==> src/rtl/gregorian_date_day_adder_unit_macros.svh <==
// Assertion helpers shared by the date adder RTL.
`ifndef GREGORIAN_DATE_DAY_ADDER_UNIT_MACROS_SVH
`define GREGORIAN_DATE_DAY_ADDER_UNIT_MACROS_SVH

// Same-cycle implication, checked outside reset.
`define GDDA_CHECK_NOW(lbl, ante, cons, msg) \
    lbl: assert property (@(posedge clk) disable iff (!rst_n) (ante) |-> (cons)) \
        else $error(msg);

// Next-cycle implication, checked outside reset.
`define GDDA_CHECK_NEXT(lbl, ante, cons, msg) \
    lbl: assert property (@(posedge clk) disable iff (!rst_n) (ante) |=> (cons)) \
        else $error(msg);

`endif

==> src/rtl/gdda_pkg.sv <==
package gdda_pkg;

    // Year field width; the load-time reciprocal below is sized for it.
    localparam int YEAR_BITS   = 16;
    localparam int DAY_CNT_W   = 17;
    localparam int ADD_W       = 16;
    localparam int YR400_W     = 9;
    localparam int QUOT_W      = 8;
    localparam int RECIP_W     = 17;
    localparam int RECIP_SHIFT = 25;
    localparam int PC_W        = 3;

    typedef logic [YEAR_BITS-1:0] year_t;
    typedef logic [3:0]           month_t;
    typedef logic [4:0]           day_t;
    typedef logic [DAY_CNT_W-1:0] day_cnt_t;
    typedef logic [YR400_W-1:0]   yr400_t;
    typedef logic [QUOT_W-1:0]    quot_t;
    typedef logic [PC_W-1:0]      pc_t;

    // ceil(2^25 / 400): floor(y * RECIP >> 25) == floor(y / 400) for 16-bit y
    localparam logic [RECIP_W-1:0] RECIP = 17'd83887;

    localparam yr400_t YR_CYCLE   = 9'd400;
    localparam yr400_t YR_CENT    = 9'd100;
    localparam yr400_t YR_CENT2   = 9'd200;
    localparam yr400_t YR_CENT3   = 9'd300;
    localparam yr400_t YR_LAST    = 9'd399;

    localparam day_cnt_t RESET_DAY   = 17'd1;
    localparam month_t   RESET_MONTH = 4'd1;
    localparam int       RESET_YEAR_I = 2000;
    localparam year_t    RESET_YEAR  = YEAR_BITS'(RESET_YEAR_I);
    localparam yr400_t   RESET_YR400 = YR400_W'(RESET_YEAR_I % 400);

    // Command codes
    localparam logic CMD_ADD  = 1'b0;
    localparam logic CMD_LOAD = 1'b1;

    localparam month_t MONTH_JAN = 4'd1;
    localparam month_t MONTH_FEB = 4'd2;
    localparam month_t MONTH_APR = 4'd4;
    localparam month_t MONTH_JUN = 4'd6;
    localparam month_t MONTH_SEP = 4'd9;
    localparam month_t MONTH_NOV = 4'd11;
    localparam month_t MONTH_DEC = 4'd12;

    localparam day_t LEN_28 = 5'd28;
    localparam day_t LEN_29 = 5'd29;
    localparam day_t LEN_30 = 5'd30;
    localparam day_t LEN_31 = 5'd31;

    typedef struct packed {
        logic                cmd;
        day_t                day_in;
        month_t              month_in;
        year_t               year_in;
        logic [ADD_W-1:0]    add_days;
    } req_t;

    typedef struct packed {
        day_t   day_out;
        month_t month_out;
        year_t  year_out;
    } rsp_t;

    // Datapath operation selected by the control word
    typedef enum logic [2:0] {
        OP_NONE,
        OP_LOAD,
        OP_MOD,
        OP_ADD,
        OP_WALK,
        OP_EMIT
    } dp_op_t;

    // Jump condition; not taken falls through to the next step
    typedef enum logic [2:0] {
        JC_NEVER,
        JC_ALWAYS,
        JC_NO_REQ,
        JC_IS_ADD,
        JC_OVER,
        JC_OUT_BUSY
    } jcond_t;

    typedef struct packed {
        logic   in_rdy;
        dp_op_t op;
        jcond_t jc;
        pc_t    target;
    } ctrl_t;

    typedef struct packed {
        logic accept;
        logic is_add;
        logic over;
        logic out_busy;
    } seq_flags_t;

    // Program step addresses
    localparam pc_t PC_WAIT = 3'd0;
    localparam pc_t PC_DISP = 3'd1;
    localparam pc_t PC_LD0  = 3'd2;
    localparam pc_t PC_LD1  = 3'd3;
    localparam pc_t PC_ADD  = 3'd5;
    localparam pc_t PC_WALK = 3'd6;
    localparam pc_t PC_EMIT = 3'd7;

    // Microprogram; the step after PC_EMIT wraps to PC_WAIT
    function automatic ctrl_t rom_word(pc_t pc);
        ctrl_t w;
        w = '{in_rdy: 1'b0, op: OP_NONE, jc: JC_ALWAYS, target: PC_WAIT};
        unique case (pc)
            PC_WAIT: w = '{in_rdy: 1'b1, op: OP_NONE, jc: JC_NO_REQ,   target: PC_WAIT};
            PC_DISP: w = '{in_rdy: 1'b0, op: OP_NONE, jc: JC_IS_ADD,   target: PC_ADD};
            PC_LD0:  w = '{in_rdy: 1'b0, op: OP_LOAD, jc: JC_NEVER,    target: PC_WAIT};
            PC_LD1:  w = '{in_rdy: 1'b0, op: OP_MOD,  jc: JC_ALWAYS,   target: PC_EMIT};
            PC_ADD:  w = '{in_rdy: 1'b0, op: OP_ADD,  jc: JC_NEVER,    target: PC_WAIT};
            PC_WALK: w = '{in_rdy: 1'b0, op: OP_WALK, jc: JC_OVER,     target: PC_WALK};
            PC_EMIT: w = '{in_rdy: 1'b0, op: OP_EMIT, jc: JC_OUT_BUSY, target: PC_EMIT};
            default: w = '{in_rdy: 1'b0, op: OP_NONE, jc: JC_ALWAYS,   target: PC_WAIT};
        endcase
        return w;
    endfunction

    // Leap test from year mod 4 and year mod 400
    function automatic logic is_leap(logic [1:0] low, yr400_t r400);
        return (low == 2'd0) && (r400 != YR_CENT) && (r400 != YR_CENT2)
            && (r400 != YR_CENT3);
    endfunction

    // Month length; out-of-range months count as 31 days
    function automatic day_t month_len(month_t m, logic leap);
        day_t len;
        priority if (m == MONTH_FEB) begin
            len = leap ? LEN_29 : LEN_28;
        end else if (m == MONTH_APR || m == MONTH_JUN || m == MONTH_SEP
                     || m == MONTH_NOV) begin
            len = LEN_30;
        end else begin
            len = LEN_31;
        end
        return len;
    endfunction

endpackage

==> src/rtl/gregorian_date_day_adder_unit.sv <==
// Gregorian date day adder.
// Request channel (req_valid / req_stall / req): cmd selects load (set the
// stored date from day_in, month_in, year_in) or add (add add_days to the
// stored date and carry whole months into month and year). Every request
// transaction produces exactly one response transaction on rsp_valid /
// rsp_stall / rsp carrying the resulting date.
// A load passes the dispatch, load, modulo and emit steps; an add passes
// dispatch, add, the month walk and emit, where the walk carries at most
// about 2150 months for add_days = 65535. One item is in flight at a time.
// The month walk retires one month per cycle through a single compare and
// subtract; a load spends one extra step forming year mod 400 with a
// reciprocal multiply.
// The response sits in an output register; while the receiver stalls it
// holds, and the sequencer waits at its emit step before taking the next
// request. A new request is taken as soon as the previous response has been
// written into that register.
// Reset brings the stored date to 1 January 2000 and the sequencer to its
// wait step; no response is pending after reset.
module gregorian_date_day_adder_unit
    import gdda_pkg::*;
(
    input  logic clk,
    input  logic rst_n,
    input  logic req_valid,
    output logic req_stall,
    input  req_t req,
    output logic rsp_valid,
    input  logic rsp_stall,
    output rsp_t rsp
);

`include "gregorian_date_day_adder_unit_macros.svh"

    ctrl_t      ctrl;
    seq_flags_t flags;

    req_t     item_reg;
    day_cnt_t day_reg,   day_next;
    month_t   month_reg, month_next;
    year_t    year_reg,  year_next;
    yr400_t   yr400_reg, yr400_next;
    quot_t    q_reg,     q_next;
    rsp_t     rsp_reg;
    logic     rsp_valid_reg, rsp_valid_next;

    logic                          accept;
    logic                          leap;
    day_t                          len;
    logic                          over;
    logic                          out_busy;
    logic                          emit_fire;
    month_t                        month_inc;
    logic                          month_wrap;
    year_t                         year_inc;
    yr400_t                        yr400_inc;
    logic [YEAR_BITS+RECIP_W-1:0]  recip_prod;
    year_t                         q400;
    year_t                         rem_full;
    yr400_t                        rem400;

    // Sequencer
    gdda_seq u_seq (
        .clk   (clk),
        .rst_n (rst_n),
        .flags (flags),
        .ctrl  (ctrl)
    );

    // Handshakes
    assign req_stall = !ctrl.in_rdy;
    assign accept    = req_valid && !req_stall;
    assign out_busy  = rsp_valid_reg && rsp_stall;
    assign emit_fire = (ctrl.op == OP_EMIT) && !out_busy;

    // Month length of the stored date
    assign leap = is_leap(year_reg[1:0], yr400_reg);
    assign len  = month_len(month_reg, leap);
    assign over = day_reg > {{(DAY_CNT_W-5){1'b0}}, len};

    assign flags = '{accept:   accept,
                     is_add:   item_reg.cmd == CMD_ADD,
                     over:     over,
                     out_busy: out_busy};

    // Month and year step
    assign month_inc  = month_reg + 4'd1;
    assign month_wrap = (month_inc > MONTH_DEC) || (month_inc == 4'd0);
    assign year_inc   = year_reg + 1'b1;
    always_comb
    begin
        if (year_reg == '1 || yr400_reg == YR_LAST)
        begin
            yr400_inc = '0;
        end
        else
        begin
            yr400_inc = yr400_reg + 1'b1;
        end
    end

    // Year mod 400 from a reciprocal quotient
    assign recip_prod = {{RECIP_W{1'b0}}, item_reg.year_in}
                      * {{YEAR_BITS{1'b0}}, RECIP};
    assign q400       = {{(YEAR_BITS-QUOT_W){1'b0}}, q_reg}
                      * {{(YEAR_BITS-YR400_W){1'b0}}, YR_CYCLE};
    assign rem_full   = year_reg - q400;
    always_comb
    begin
        if (rem_full >= {{(YEAR_BITS-YR400_W){1'b0}}, YR_CYCLE})
        begin
            rem400 = YR400_W'(rem_full - {{(YEAR_BITS-YR400_W){1'b0}}, YR_CYCLE});
        end
        else
        begin
            rem400 = rem_full[YR400_W-1:0];
        end
    end

    // Datapath next state
    always_comb
    begin
        day_next   = day_reg;
        month_next = month_reg;
        year_next  = year_reg;
        yr400_next = yr400_reg;
        q_next     = q_reg;
        unique case (ctrl.op)
            OP_NONE: ;
            OP_EMIT: ;
            OP_LOAD:
            begin
                day_next   = {{(DAY_CNT_W-5){1'b0}}, item_reg.day_in};
                month_next = item_reg.month_in;
                year_next  = item_reg.year_in;
                q_next     = recip_prod[RECIP_SHIFT +: QUOT_W];
            end
            OP_MOD:
            begin
                yr400_next = rem400;
            end
            OP_ADD:
            begin
                day_next = DAY_CNT_W'(day_reg + {{(DAY_CNT_W-ADD_W){1'b0}},
                                                 item_reg.add_days});
            end
            OP_WALK:
            begin
                if (over)
                begin
                    day_next = day_reg - {{(DAY_CNT_W-5){1'b0}}, len};
                    if (month_wrap)
                    begin
                        month_next = MONTH_JAN;
                        year_next  = year_inc;
                        yr400_next = yr400_inc;
                    end
                    else
                    begin
                        month_next = month_inc;
                    end
                end
            end
            default: ;
        endcase
    end

    // Response slot
    always_comb
    begin
        priority if (emit_fire)
        begin
            rsp_valid_next = 1'b1;
        end
        else if (rsp_valid_reg && !rsp_stall)
        begin
            rsp_valid_next = 1'b0;
        end
        else
        begin
            rsp_valid_next = rsp_valid_reg;
        end
    end

    // Hold date state and response valid
    always_ff @(posedge clk or negedge rst_n)
    begin
        if (!rst_n)
        begin
            day_reg       <= RESET_DAY;
            month_reg     <= RESET_MONTH;
            year_reg      <= RESET_YEAR;
            yr400_reg     <= RESET_YR400;
            rsp_valid_reg <= 1'b0;
        end
        else
        begin
            day_reg       <= day_next;
            month_reg     <= month_next;
            year_reg      <= year_next;
            yr400_reg     <= yr400_next;
            rsp_valid_reg <= rsp_valid_next;
        end
    end

    // Capture the request transaction, quotient and response payload
    always_ff @(posedge clk)
    begin
        if (accept)
        begin
            item_reg <= req;
        end
        q_reg <= q_next;
        if (emit_fire)
        begin
            rsp_reg <= '{day_out:   day_reg[4:0],
                         month_out: month_reg,
                         year_out:  year_reg};
        end
    end

    assign rsp_valid = rsp_valid_reg;
    assign rsp       = rsp_reg;

    // Checks
    `GDDA_CHECK_NEXT(a_walk_until_fit, (ctrl.op == OP_WALK) && over, ctrl.op == OP_WALK,
                     "month walk left while day still exceeds month length")
    `GDDA_CHECK_NEXT(a_walk_month_range, (ctrl.op == OP_WALK) && over,
                     (month_reg >= MONTH_JAN) && (month_reg <= MONTH_DEC),
                     "month step produced a month outside 1..12")
    `GDDA_CHECK_NOW(a_yr400_range, 1'b1, yr400_reg < YR_CYCLE,
                    "year mod 400 tracker out of range")

endmodule

==> src/rtl/gdda_seq.sv <==
module gdda_seq
    import gdda_pkg::*;
(
    input  logic       clk,
    input  logic       rst_n,
    input  seq_flags_t flags,
    output ctrl_t      ctrl
);

    pc_t  pc_reg;
    pc_t  pc_next;
    logic taken;

    // Fetch the control word for the current step
    assign ctrl = rom_word(pc_reg);

    // Evaluate the jump condition
    always_comb
    begin
        unique case (ctrl.jc)
            JC_NEVER:    taken = 1'b0;
            JC_ALWAYS:   taken = 1'b1;
            JC_NO_REQ:   taken = !flags.accept;
            JC_IS_ADD:   taken = flags.is_add;
            JC_OVER:     taken = flags.over;
            JC_OUT_BUSY: taken = flags.out_busy;
            default:     taken = 1'b1;
        endcase
    end

    // Jump or advance
    assign pc_next = taken ? ctrl.target : pc_t'(pc_reg + 1'b1);

    always_ff @(posedge clk or negedge rst_n)
    begin
        if (!rst_n)
        begin
            pc_reg <= PC_WAIT;
        end
        else
        begin
            pc_reg <= pc_next;
        end
    end

endmodule

==> config.mk <==
export PLATFORM = sky130hd
export DESIGN_NAME = gregorian_date_day_adder_unit
export DESIGN_NICKNAME = d
export VERILOG_FILES = /design/src/rtl/gdda_pkg.sv /design/src/rtl/gregorian_date_day_adder_unit.sv /design/src/rtl/gdda_seq.sv
export VERILOG_INCLUDE_DIRS = /design/src /design/src/rtl
export SDC_FILE = /design/constraint.sdc
export NUM_CORES = 1
export LEC_CHECK = 0
export ABC_AREA = 0
export BUFFER_PORTS_ARGS = -buffer_cell sky130_fd_sc_hd__buf_2
export CORE_UTILIZATION = 45
export CTS_CLUSTER_DIAMETER = 120
export DETAILED_ROUTE_END_ITERATION = 8
export GPL_ROUTABILITY_DRIVEN = 0
export PLACE_DENSITY_LB_ADDON = 0.3
export SLEW_MARGIN = 20
export SYNTH_ARGS = -nofsm -noshare
export SYNTH_HDL_FRONTEND = slang
export SYNTH_SLANG_ARGS = --single-unit
export TNS_END_PERCENT = 10
==> constraint.sdc <==
create_clock -name clk -period 5.8 [get_ports clk]
set_clock_uncertainty 0.1 [all_clocks]
set_input_delay 0.29 -clock clk [delete_from_list [all_inputs] [get_ports clk]]
set_output_delay 0.29 -clock clk [all_outputs]
set_load 0.05 [all_outputs]
* Yosys cells after proc, flatten, opt, wreduce, memory -nomap -nowiden
Cells that the tools add are included.
** Word-level totals
- Register bits :: 125
- Logic and storage cells :: 105
- Memory bits (writable) :: 0
- Output and inout port bits :: 27
- Memories :: 0
- Latch bits :: 0
- ROM bits :: 0
- Input port bits :: 46
** Operators by class
- Add/sub/neg operators :: 8
- Mux-type cells :: 21
- Multipliers :: 2
- Equality and inequality tests :: 27
- Shift operators :: 0
- Div/mod/pow operators :: 0
- Bitwise logic cells :: 1
- Order comparisons :: 3
- Reductions and logical operators :: 28
** Operators by type and width (count)
- 10-bit one-hot mux with 7 select lines :: 1
- 17-bit one-hot mux with 3 select lines :: 1
- 9-bit 2-to-1 mux :: 4
- 16-bit by 17-bit multiplier with 33-bit output (second input constant) :: 1
- 16-bit 2-to-1 mux :: 2
- 16-bit one-hot mux with 2 select lines :: 1
- 3-bit == test (second input constant) :: 7
- 3-bit by 2-bit == test with 1-bit output (second input constant) :: 6
- 9-bit one-hot mux with 2 select lines :: 1
- 17-bit by 16-bit adder with 17-bit output :: 1
- 17-bit by 5-bit greater-than comparator with 1-bit output :: 1
- 17-bit 2-to-1 mux :: 1
- 17-bit by 5-bit subtractor with 17-bit output :: 1
- 16-bit by 1-bit adder with 16-bit output (second input constant) :: 1
- 16-bit == test (second input constant) :: 1
- 16-bit by 9-bit >= comparator with 1-bit output (second input constant) :: 1
- 16-bit subtractor :: 1
- 8-bit by 5-bit multiplier with 12-bit output (second input constant) :: 1
- 9-bit by 1-bit adder with 9-bit output (second input constant) :: 1
- 9-bit == test (second input constant) :: 1
- 9-bit by 7-bit != test with 1-bit output (second input constant) :: 1
- 9-bit by 8-bit != test with 1-bit output (second input constant) :: 1
- 9-bit != test (second input constant) :: 1
- 9-bit subtractor (second input constant) :: 1
- 25 further kinds :: 51

* Logic depth before layout (Yosys ltp)
- Depth after elaboration :: 9
- Gate-level depth with buffers :: 21

* Cells and area by module
From an unflattened synthesis, not the netlist that was laid out.
** Second synthesis, totals
- Cell total of the unflattened synthesis :: 1232
- Area total of the unflattened synthesis :: 12430.7 µm²
** By module, submodules not included
- gregorian_date_day_adder_unit :: sequential area each 3438.3 µm², cells each 1184, area each 12030.3 µm², instances 1
- gdda_seq :: sequential area each 75.1 µm², cells each 48, area each 400.4 µm², instances 1

* Worst setup path before layout
No wires, ideal clock.
- Kind :: register to register
- From :: reg item_reg[30] (netlist bit)
- To :: reg q_reg[2], data pin
- Cell stages (with the launch flop) :: 19
- Setup slack :: 183 ps
- Period minus slack after synthesis :: 5617 ps
- Arrival time :: 5259 ps
- Path through :: edfxtp_1 -> inv_1 -> fa_1 -> fa_1 -> inv_1 -> fa_1 -> fa_1 -> fa_1 -> inv_1 -> fa_1 -> inv_1 -> ha_1 -> a211oi_1 -> o21ai_0 -> nor4_1 -> o211ai_1 -> a31o_2 -> a21oi_1 -> xnor2_1
** Between the ends
- Cells in the longest elaborated chain, start to end :: 1
** Ends and longest elaborated chain
- start: declaration :: line gregorian_date_day_adder_unit.sv:37 : req_t item_reg;
- start signal: assignment :: line gregorian_date_day_adder_unit.sv:210 : item_reg <= req;
- 16-bit by 17-bit multiplier with 33-bit output :: line gregorian_date_day_adder_unit.sv:103 : * {{YEAR_BITS{1'b0}}, RECIP};
- named net recip_prod[27] :: line gregorian_date_day_adder_unit.sv:56 : logic [YEAR_BITS+RECIP_W-1:0] recip_prod;
- end signal: assignment :: line gregorian_date_day_adder_unit.sv:212 : q_reg <= q_next;
- end: declaration :: line gregorian_date_day_adder_unit.sv:42 : quot_t q_reg, q_next;
The timed path passes the listed nets, and every way through them passes these cells.
A chain may end at the register's enable or synchronous reset.

* Worst setup path after layout
- From :: reg item_reg[21] (netlist bit)
- To :: reg q_reg[4], data pin
Same word-level chain as after synthesis.

==> impl_metrics.py <==
metrics = {
    "outcome": {
        "result_of_the_run": "completed",
    },
    "sta": {
        "maxSlewViolCount": 0,
        "final-hold-violation-count": 0,
        "timing.max_slew.rel_slack_pct": 31.3,
        "period_share_pct": 96.6,
        "report.final.setup_viol": 0,
        "timing.final.crit_period_ns": 5.60,
        "actual_slew_at_the_worst_max_slew_pin_ns": 1.03,
        "achievable-frequency_mhz": 179,
        "postLayoutSetupSlackWorst_ns": 0.198,
    },
    "clocking": {
        "clk_path_buf_depth": 2,
        "cts-root-buf": "sky130_fd_sc_hd__clkbuf_16",
        "ctsHtreeMaxLevel": 4,
        "worst_skew_pair.late_latency_ns": 0.44,
        "cts.clk_slew.worst_paths_ns": 0.07,
        "cts_inserted_buffers": 17,
        "tritoncts_clock_tree": "yes",
        "clkSinkCount": 125,
    },
    "die": {
        "core_area_um2": 26900,
        "num_io_pins": 73,
        "die_h_um": 167,
        "fp-row-count": 60,
        "dieWidth_um": 167,
        "die_area_um2": 28000,
        "floorplan.initialDensity_pct": 45.8,
    },
    "place": {
        "preCtsSetupSlack_ns": 0.102,
        "place_area_um2": 13200,
        "portBuffers": 72,
        "dpl.hpwl_um": 22300,
        "placed_cells": 1652,
    },
    "worst_setup_path": {
        "critical_path.most_common_cell": "sky130_fd_sc_hd__fa_1",
        "worstSetupPathType": "flop to flop",
        "cpMaxStageDelayCell": "sky130_fd_sc_hd__fa_2",
        "worstSetupStartpointType": "flop",
        "crit_path_max_fanout": 5,
        "crit_chain": "fa_2 -> inv_2 -> fa_1 -> inv_1 -> fa_1 -> fa_2 -> fa_1 -> inv_1 -> fa_1 -> inv_1 -> ha_1 -> a22o_1 -> nor4_2 -> o211ai_1 -> nand3_1 -> nand3b_1 -> a21oi_2 -> xnor2_1",
        "arrival_ns": 5.69,
        "setup.worst_path.end_class": "flop",
        "cpPeakStageDelay_ns": 0.63,
        "cp_top_family": "adder cells",
        "worst-endpoint-required_ns": 5.88,
        "critical_path_buf_inv_count": 4,
    },
    "routing": {
        "firstDrtPassIters": 6,
        "viasPerCell": 5.34,
        "wirelength_um": 28300,
        "met3RoutedLength_um": 1130,
        "total_via_count_after_detailed_routing": 9252,
        "wl_met1_um": 13400,
        "detailroute.wirelength.met2_um": 13500,
        "ant_nets": 0,
        "dr.first_iter.drc_count": 697,
        "wl_per_cell_um": 16.3,
        "detailed_route_drc_error_count": 0,
        "route.top_layer_used": "met4",
    },
    "yosys": {
        "postSynthRegisterBits": 125,
        "synth_top_cells_by_count": "sky130_fd_sc_hd__inv_1, sky130_fd_sc_hd__ha_1, sky130_fd_sc_hd__fa_1",
        "yosys_warnings": 0,
        "synthFlopType": "sky130_fd_sc_hd__edfxtp_1",
        "post_synth.cell_area_avg_um2": 10.0,
        "ys_seq_area_share_pct": 28.6,
        "async_reset_ff_share_pct": 40.0,
        "synthesized_area_um2": 12300,
        "post-synth-top-area-cell": "sky130_fd_sc_hd__ha_1",
        "synth-edff-count": 75,
        "synth.most_common_cell": "sky130_fd_sc_hd__inv_1",
        "synth_top_area_share_pct": 20.9,
        "syn_inst": 1227,
        "synth.area.top_cells": "sky130_fd_sc_hd__ha_1, sky130_fd_sc_hd__edfxtp_1, sky130_fd_sc_hd__fa_1",
        "synth_cell_type_count": 74,
        "post_synthesis_net_count": 1581,
    },
    "grt": {
        "maximum_number_of_pins_on_one_net_before_global_route_repair": 51,
        "globalRouteOverflowTotal": 0,
        "number_of_antenna_violations_at_the_first_check_in_global_routing": 0,
        "global_route_wire_length_before_repair_um": 46300,
        "first_global_vias": 9236,
        "gr-usage-all-layers_pct": 21.1,
    },
    "cells_and_area": {
        "area.sequential_um2": 3510,
        "layout.filler_cells": 2389,
        "multi_input_comb_area_um2": 7950,
        "largest_register_ffs": 42,
        "final-instance-count-excl-fill": 1733,
        "flow.area_growth_from_synthesis_pct": 16.5,
        "post-route-cell-area_um2": 14300,
        "utilization_pct": 53.3,
        "antenna_cells_inserted": 0,
        "drive_gt1_share_pct": 12.8,
        "final_net_count": 1733,
    },
    "flow_run": {
        "max_cap_violations": 0,
    },
    "hold_path": {
        "timing.hold.worst.class": "flop to flop",
    },
}
-- worst register-to-register path, stage by stage (launching register included) --
cell	delay (ns)
sky130_fd_sc_hd__edfxtp_1	0.51
sky130_fd_sc_hd__fa_2	0.63
sky130_fd_sc_hd__inv_2	0.05
sky130_fd_sc_hd__fa_1	0.50
sky130_fd_sc_hd__inv_1	0.05
sky130_fd_sc_hd__fa_1	0.52
sky130_fd_sc_hd__fa_2	0.46
sky130_fd_sc_hd__fa_1	0.54
sky130_fd_sc_hd__inv_1	0.05
sky130_fd_sc_hd__fa_1	0.53
sky130_fd_sc_hd__inv_1	0.04
sky130_fd_sc_hd__ha_1	0.19
sky130_fd_sc_hd__a22o_1	0.24
sky130_fd_sc_hd__nor4_2	0.22
sky130_fd_sc_hd__o211ai_1	0.17
sky130_fd_sc_hd__nand3_1	0.16
sky130_fd_sc_hd__nand3b_1	0.13
sky130_fd_sc_hd__a21oi_2	0.16
sky130_fd_sc_hd__xnor2_1	0.08
-- layout make-up --
class,count,area share (%)
multi-input combinational,867,55.4
sequential,125,24.5
timing repair buffer,150,7.37
inverter,218,5.71
clock buffer,19,3.02
tap,341,2.98
clock inverter,13,0.978
-- kinds of logic after synthesis --
logic type / after synthesis / synth area share, %
adders and majority gates: 308 / 37.6
and+or+nand+nor: 259 / 10.2
AOI/OAI and AO/OA: 256 / 13.1
buffers and inverters: 235 / 7.24
DFF: 125 / 28.6
xor gates and xnor gates: 35 / 2.49
muxes: 9 / 0.783
-- worst paths after layout --
kind	from	end	slack [ns]	depth (start not counted)
setup / recovery	item_reg[21]$_DFFE_PP_	q_reg[4]$_DFFE_PP_	0.20	18
hold / removal	day_reg[16]$_DFFE_PN0P_	day_reg[16]$_DFFE_PN0P_	0.38	1
setup reg to reg	item_reg[21]$_DFFE_PP_	q_reg[4]$_DFFE_PP_	0.20	18
hold reg to reg	day_reg[16]$_DFFE_PN0P_	day_reg[16]$_DFFE_PN0P_	0.38	1
max in group asynchronous	rst_n	day_reg[5]$_DFFE_PN0P_	4.69	3
min in group asynchronous	rst_n	yr400_reg[8]$_DFFE_PN0P_	0.43	3
-- through the flow --
stage          hold slack (ns)  TNS [ns]
2_1_floorplan           -0.106         0
3_3_place_gp             0.366         0
4_1_cts                0.00157         0
3_5_place_dp             0.368         0
6_report                 0.384         0
5_1_grt                  0.400   -0.0325
-- layer usage --
metal / global-route usage [%] / up-vias
li1: - / 4557
met1: 28.9 / 4471
met2: 34.6 / 194
met3: 4.04 / 30
met4: 4.51 / 0
met5: 0 / -
-- what timing repair did --
| action | CTS | global route |
|---|---|---|
| hold endpoints to repair | 84 | 1 |
| resized for setup | 0 | 11 |
| endpoints found under the setup margin | 0 | 5 |
| hold buffers | 43 | 1 |
| setup buffers | 0 | 5 |
-- placed cells by master, fill, tap and decap left out, types with 7 or more instances in the layout --
cell type / n
sky130_fd_sc_hd__inv_1: 216
sky130_fd_sc_hd__ha_1: 205
sky130_fd_sc_hd__fa_1: 101
sky130_fd_sc_hd__a21oi_1: 75
sky130_fd_sc_hd__edfxtp_1: 75
sky130_fd_sc_hd__buf_2: 72
sky130_fd_sc_hd__nand2_1: 71
sky130_fd_sc_hd__nor2_1: 70
sky130_fd_sc_hd__o21ai_0: 70
sky130_fd_sc_hd__dlygate4sd3_1: 44
sky130_fd_sc_hd__dfrtp_1: 42
sky130_fd_sc_hd__buf_4: 34
sky130_fd_sc_hd__nor3_1: 22
sky130_fd_sc_hd__xnor2_1: 21
sky130_fd_sc_hd__and3_1: 19
sky130_fd_sc_hd__nand3_1: 17
sky130_fd_sc_hd__clkbuf_16: 17
sky130_fd_sc_hd__xor2_1: 14
sky130_fd_sc_hd__a211oi_1: 11
sky130_fd_sc_hd__o22ai_1: 11
sky130_fd_sc_hd__nand2b_1: 10
sky130_fd_sc_hd__a31oi_1: 9
sky130_fd_sc_hd__a21o_1: 8
sky130_fd_sc_hd__o21a_1: 8
sky130_fd_sc_hd__dfstp_2: 8
sky130_fd_sc_hd__nor2b_1: 7
sky130_fd_sc_hd__mux2i_1: 7
sky130_fd_sc_hd__a221oi_1: 7
Power is not shown: default switching activity piles up to over one toggle a cycle in this logic, so the estimate is an artifact.
